`config.mk`:
```
export PLATFORM = sky130hd
export DESIGN_NAME = pserc_ram
export DESIGN_NICKNAME = d
export VERILOG_FILES = /design/src/rtl/pserc_ram.sv
export SDC_FILE = /design/constraint.sdc
export NUM_CORES = 1
export LEC_CHECK = 0
export ABC_CLOCK_PERIOD_IN_PS = 5500
export BUFFER_PORTS_ARGS = -buffer_cell sky130_fd_sc_hd__buf_2
export CORE_MARGIN = 4
export CORE_UTILIZATION = 45
export DETAILED_ROUTE_END_ITERATION = 8
export PLACE_DENSITY_LB_ADDON = 0.1
export SETUP_SLACK_MARGIN = 0.5
export SYNTH_ARGS = -nofsm -noshare
export SYNTH_HDL_FRONTEND = slang
export SYNTH_SLANG_ARGS = --single-unit
```
`constraint.sdc`:
```
create_clock -name clk -period 5.5 [get_ports clk]
set_input_delay 1.1 -clock clk [delete_from_list [all_inputs] [get_ports clk]]
set_output_delay 1.1 -clock clk [all_outputs]
set_load 0.03 [all_outputs]
```
`src/rtl/pserc_ram.sv`:
```
// Generic single-clock RAM: one write port, one read port, registered read.
// No dependencies.
`timescale 1ns / 1ps
`default_nettype none

module pserc_ram #(
    parameter int WIDTH = 8,
    parameter int DEPTH = 16,
    localparam int AW   = (DEPTH > 1) ? $clog2(DEPTH) : 1
) (
    input  wire logic             clk,
    input  wire logic             we,
    input  wire logic [AW-1:0]    waddr,
    input  wire logic [WIDTH-1:0] wdata,
    input  wire logic [AW-1:0]    raddr,
    output logic      [WIDTH-1:0] rdata
);

    logic [WIDTH-1:0] mem [DEPTH];
    logic [WIDTH-1:0] rdata_reg;

    always_ff @(posedge clk)
    begin
        if (we)
        begin
            mem[waddr] <= wdata;
        end
        rdata_reg <= mem[raddr];
    end

    assign rdata = rdata_reg;

endmodule

`default_nettype wire
```
==> results.md <==
Synth:
- Yosys mapped the design onto 19 distinct sky130hd cell types.
- After synthesis, the mean cell area works out to 22.5 sq um.
- The number of enable-type register cells in the synthesized netlist is 128.
- The register bit count reported by yosys is 136.
- The share of async-settable or async-resettable flops after synthesis is 0%.
- The post-synthesis instance total is 229.
- Of the synthesized area, sequential elements account for 77.8%.
- The number of warnings reported in the yosys synthesis log is 0.
- The synthesized net count is 247.
- In the synthesized netlist the dominant register cell turns out to be edfxtp_1.
- The netlist area before placement is 5150 sq um.

Critical path:
- The source of the worst register-to-register timing path is mem[2][5].
- Walking the worst path, the cells encountered are buf_2, buf_4, mux4_1, a22oi_1, nand2_1.
- The standard cell with the maximum stage delay on the critical path is mux4_1.
- The critical path contains buffers and inverters numbering 2 combined.
- The critical path's top delay family is buffers and inverters.
- The setup path with the least slack is of type primary input to flip-flop.
- The reg-to-reg endpoint is rdata[5].
- The length in cells of the worst reg-to-reg path is 3.
- The maximum fanout along the worst path is 24.
- In this design, the stage delay of the slowest critical-path cell is 0.60 ns.
- For the worst setup path, the data required time is 5.80 ns.
- STA classifies the critical path startpoint as a primary input.
- STA puts the critical path data arrival time at 2.86 ns.
- Setup slack on the worst reg-to-reg path comes out at 4.09 ns.
- The first element of the critical path is raddr[0].
- The capturing element type of the critical path is a flip-flop.

CTS:
- The number of hold buffers added after CTS was 0.
- The clock network latency to the later pin of the worst-skew pair is 0.41 ns.
- CTS saw 136 sinks.
- The buffer count from post-CTS setup fixing is 0.
- The clock passes through at most 2 buffers.
- The clock-pin transition on the worst setup and hold timing paths is 0.05 ns.
- The clock tree from TritonCTS is done.
- The post-cts sizing count is 0.
- The clock tree synthesis step divided the H-tree into 4 levels.
- The tree is rooted in a clkbuf_16.
- The number of clock buffers added by TritonCTS is 17.

Placement:
- Detailed placement finished with a half-perimeter wire length of 6200 um.
- Counting tap cells, the placed design contains a total of 387 instances.
- The worst setup timing slack at the placement stage is 2.28 ns.
- The final weighted congestion in routability-driven placement is 0.694.
- The placed standard-cell area is 5390 sq um.
- The count of buffers inserted at the top-level ports is 25.

Final layout:
- The final non-filler cell area is 5910 sq um.
- The register with the most flip-flops in the layout has 128 of them.
- The filler-free cell count of the finished design is 418.
- The total inserted antenna cells is 0.
- The area growth from synthesis to layout is 14.8%.
- The number of nets in the finished design is 284.
- The fraction of layout instances using a drive strength above 1 is 26.3%.

Floorplanning:
- The initialized floorplan defines 38 standard-cell rows.
- The core region is 11,000 sq um.
- The die is 115 um wide.
- The overall die area is 13,200 sq um.
- The overall die height is 115 um.
- The initial utilization of the core area, before any placement, comes to 46.7%.
- The number of I/O pins is 26.

Timing:
- The worst clock skew is 0.00763 ns.
- Setup slack on the critical path of the routed design comes to 2.93 ns.
- The number of hold violations in the final report is 0.
- The clock period minus worst slack is 2.57 ns.
- The pin slew with the least headroom to its limit is 1.14 ns.
- The final setup violation count is 0.
- The number of max-slew violations in the final report was 0.
- The total negative setup slack is 0 ns.
- The final cycle utilization of the critical path is 46.7%.
- The worst pin sits at a relative slew slack of 23.7%.
- For this run, the top clock speed supported by timing is 390 MHz.
- Setup repair after global routing left no endpoint under its margin.

Global routing:
- The global-route wire length before repair is 15,600 um.
- The number of global-route vias before repair came to 2,414.
- Entering global routing, the biggest net connects 33 pins.
- The overall global routing resource usage is 17.4%.
- The residual overflow from global routing is 0.
- The initial antenna violation count is 0.

Hold path:
- The destination of the worst hold path is rdata[5].
- The hold-critical path depth is 3.
- In this run the worst hold path is classified as flip-flop to flip-flop.
- The startpoint of the lowest-slack hold path is mem[14][5].

Outcome:
- The flow ran to the end, and the final reports show no timing, DRC or antenna violations.

Route:
- The met3 wirelength from detailed routing is 547 um.
- The final antenna-violating net count is 0.
- The detailed-route wire length on metal 1 is 4750 um.
- In the detailed route, the total length drawn on met2 is 4650 um.
- The total wire length is 10,100 um.
- The number of optimization iterations in the first detailed-route pass is 4.
- The detailed router finished its first iteration with 152 violations.
- The highest metal layer with signal wires is met4.
- In the routed layout, each cell is associated on average with a via count of 5.72.
- After detailed routing, the average wire length per cell comes to 24.2 um.
- Across all layers, the routed design uses 2,390 vias.
- For this run, design rule violations remaining after detail routing come to 0.

Pwr:
- The leakage power is 1.96 nW.
- IR analysis of the VDD net gives a maximum drop of 0.198 mV.
- Power spread over the standard cell area amounts to 384 nW/um^2.

Run:
- The number of max-capacitance violations reported is 0.
[worst register-to-register path: stages, from the launching register on]
cell      delay, ns
edfxtp_1       0.36
mux4_1         0.52
a22oi_1        0.34
nand2_1        0.08
[logic make-up (layout without fill, tap and decap cells)]
kind of cell / after synthesis / in the layout / synth area share, %
compound gates: 16 / 16 / 2.33
flops: 136 / 136 / 77.8
mux: 32 / 32 / 15.0
buf+inv: 10 / 59 / 1.68
simple gates: 35 / 35 / 3.18
[cell type report]
type	count	area [sq um]
Clock buffer	17	425
Tap cell	140	175
Multi-Input combinational cell	83	1070
Clock inverter	14	91.3
Fill cell	882	5120
Sequential cell	136	4000
Timing Repair Buffer	28	148
[cell usage in the layout, fill, tap and decap left out, types with 3 or more instances in the layout]
cell       synthesis  final
buf_2              3     25
buf_4              1      3
edfxtp_1         128    128
clkbuf_16          0     17
dfxtp_1            8      8
clkinv_2           0      4
nand2_1            9      9
nor2_1            13     13
clkinv_1           0      7
mux4_2            18     18
mux4_1            14     14
a22oi_1           16     16
[cells in the mapped netlist (all sizes together) (2+ instances only)]
cell | instances | area (sq um)
nand2b | 2 | 12.5
buf | 7 | 56.3
a22oi | 16 | 120
nand3b | 2 | 15.0
dfxtp | 8 | 160
clkdlybuf4s25 | 3 | 30.0
nor3 | 4 | 20.0
nand2 | 9 | 33.8
nor2 | 13 | 48.8
edfxtp | 128 | 3840
mux4 | 32 | 773
[worst max-delay path by stage]
| stage | end | slack, ns | cells past startpoint |
|---|---|---|---|
| 6_report | rdata[2] | 2.93 | 5 |
| 5_1_grt | rdata[1] | 2.73 | 5 |
| 4_1_cts | mem[0][3] | 2.72 | 3 |
| 3_5_place_dp | mem[0][2] | 2.28 | 3 |
| 3_3_place_gp | mem[0][0] | 2.28 | 3 |
| 2_1_floorplan | mem[0][0] | 2.91 | 2 |
[metal layers]
layer	track usage [%]	vias up
met5	0	-
met4	6.57	0
met3	5.05	13
met2	24.2	70
met1	26.2	1260
li1	-	1047
[stage by stage]
stage,hold slack [ns],util [%],total power (W)
global placement,0.652,48.9,0.00130
detailed placement,0.649,48.9,0.00130
finish,0.658,53.6,0.00227
floorplan,0.629,-,0.00126
CTS,0.665,53.5,0.00229
global route,0.694,53.6,0.00235
[power breakdown]
part           internal [W]  switching, W  leakage [nW]
sequential          0.00116    0.00000636          1.22
combinational     0.0000421     0.0000726         0.488
clock              0.000601      0.000388         0.251
No activity file was read; power rests on OpenSTA's default activity.
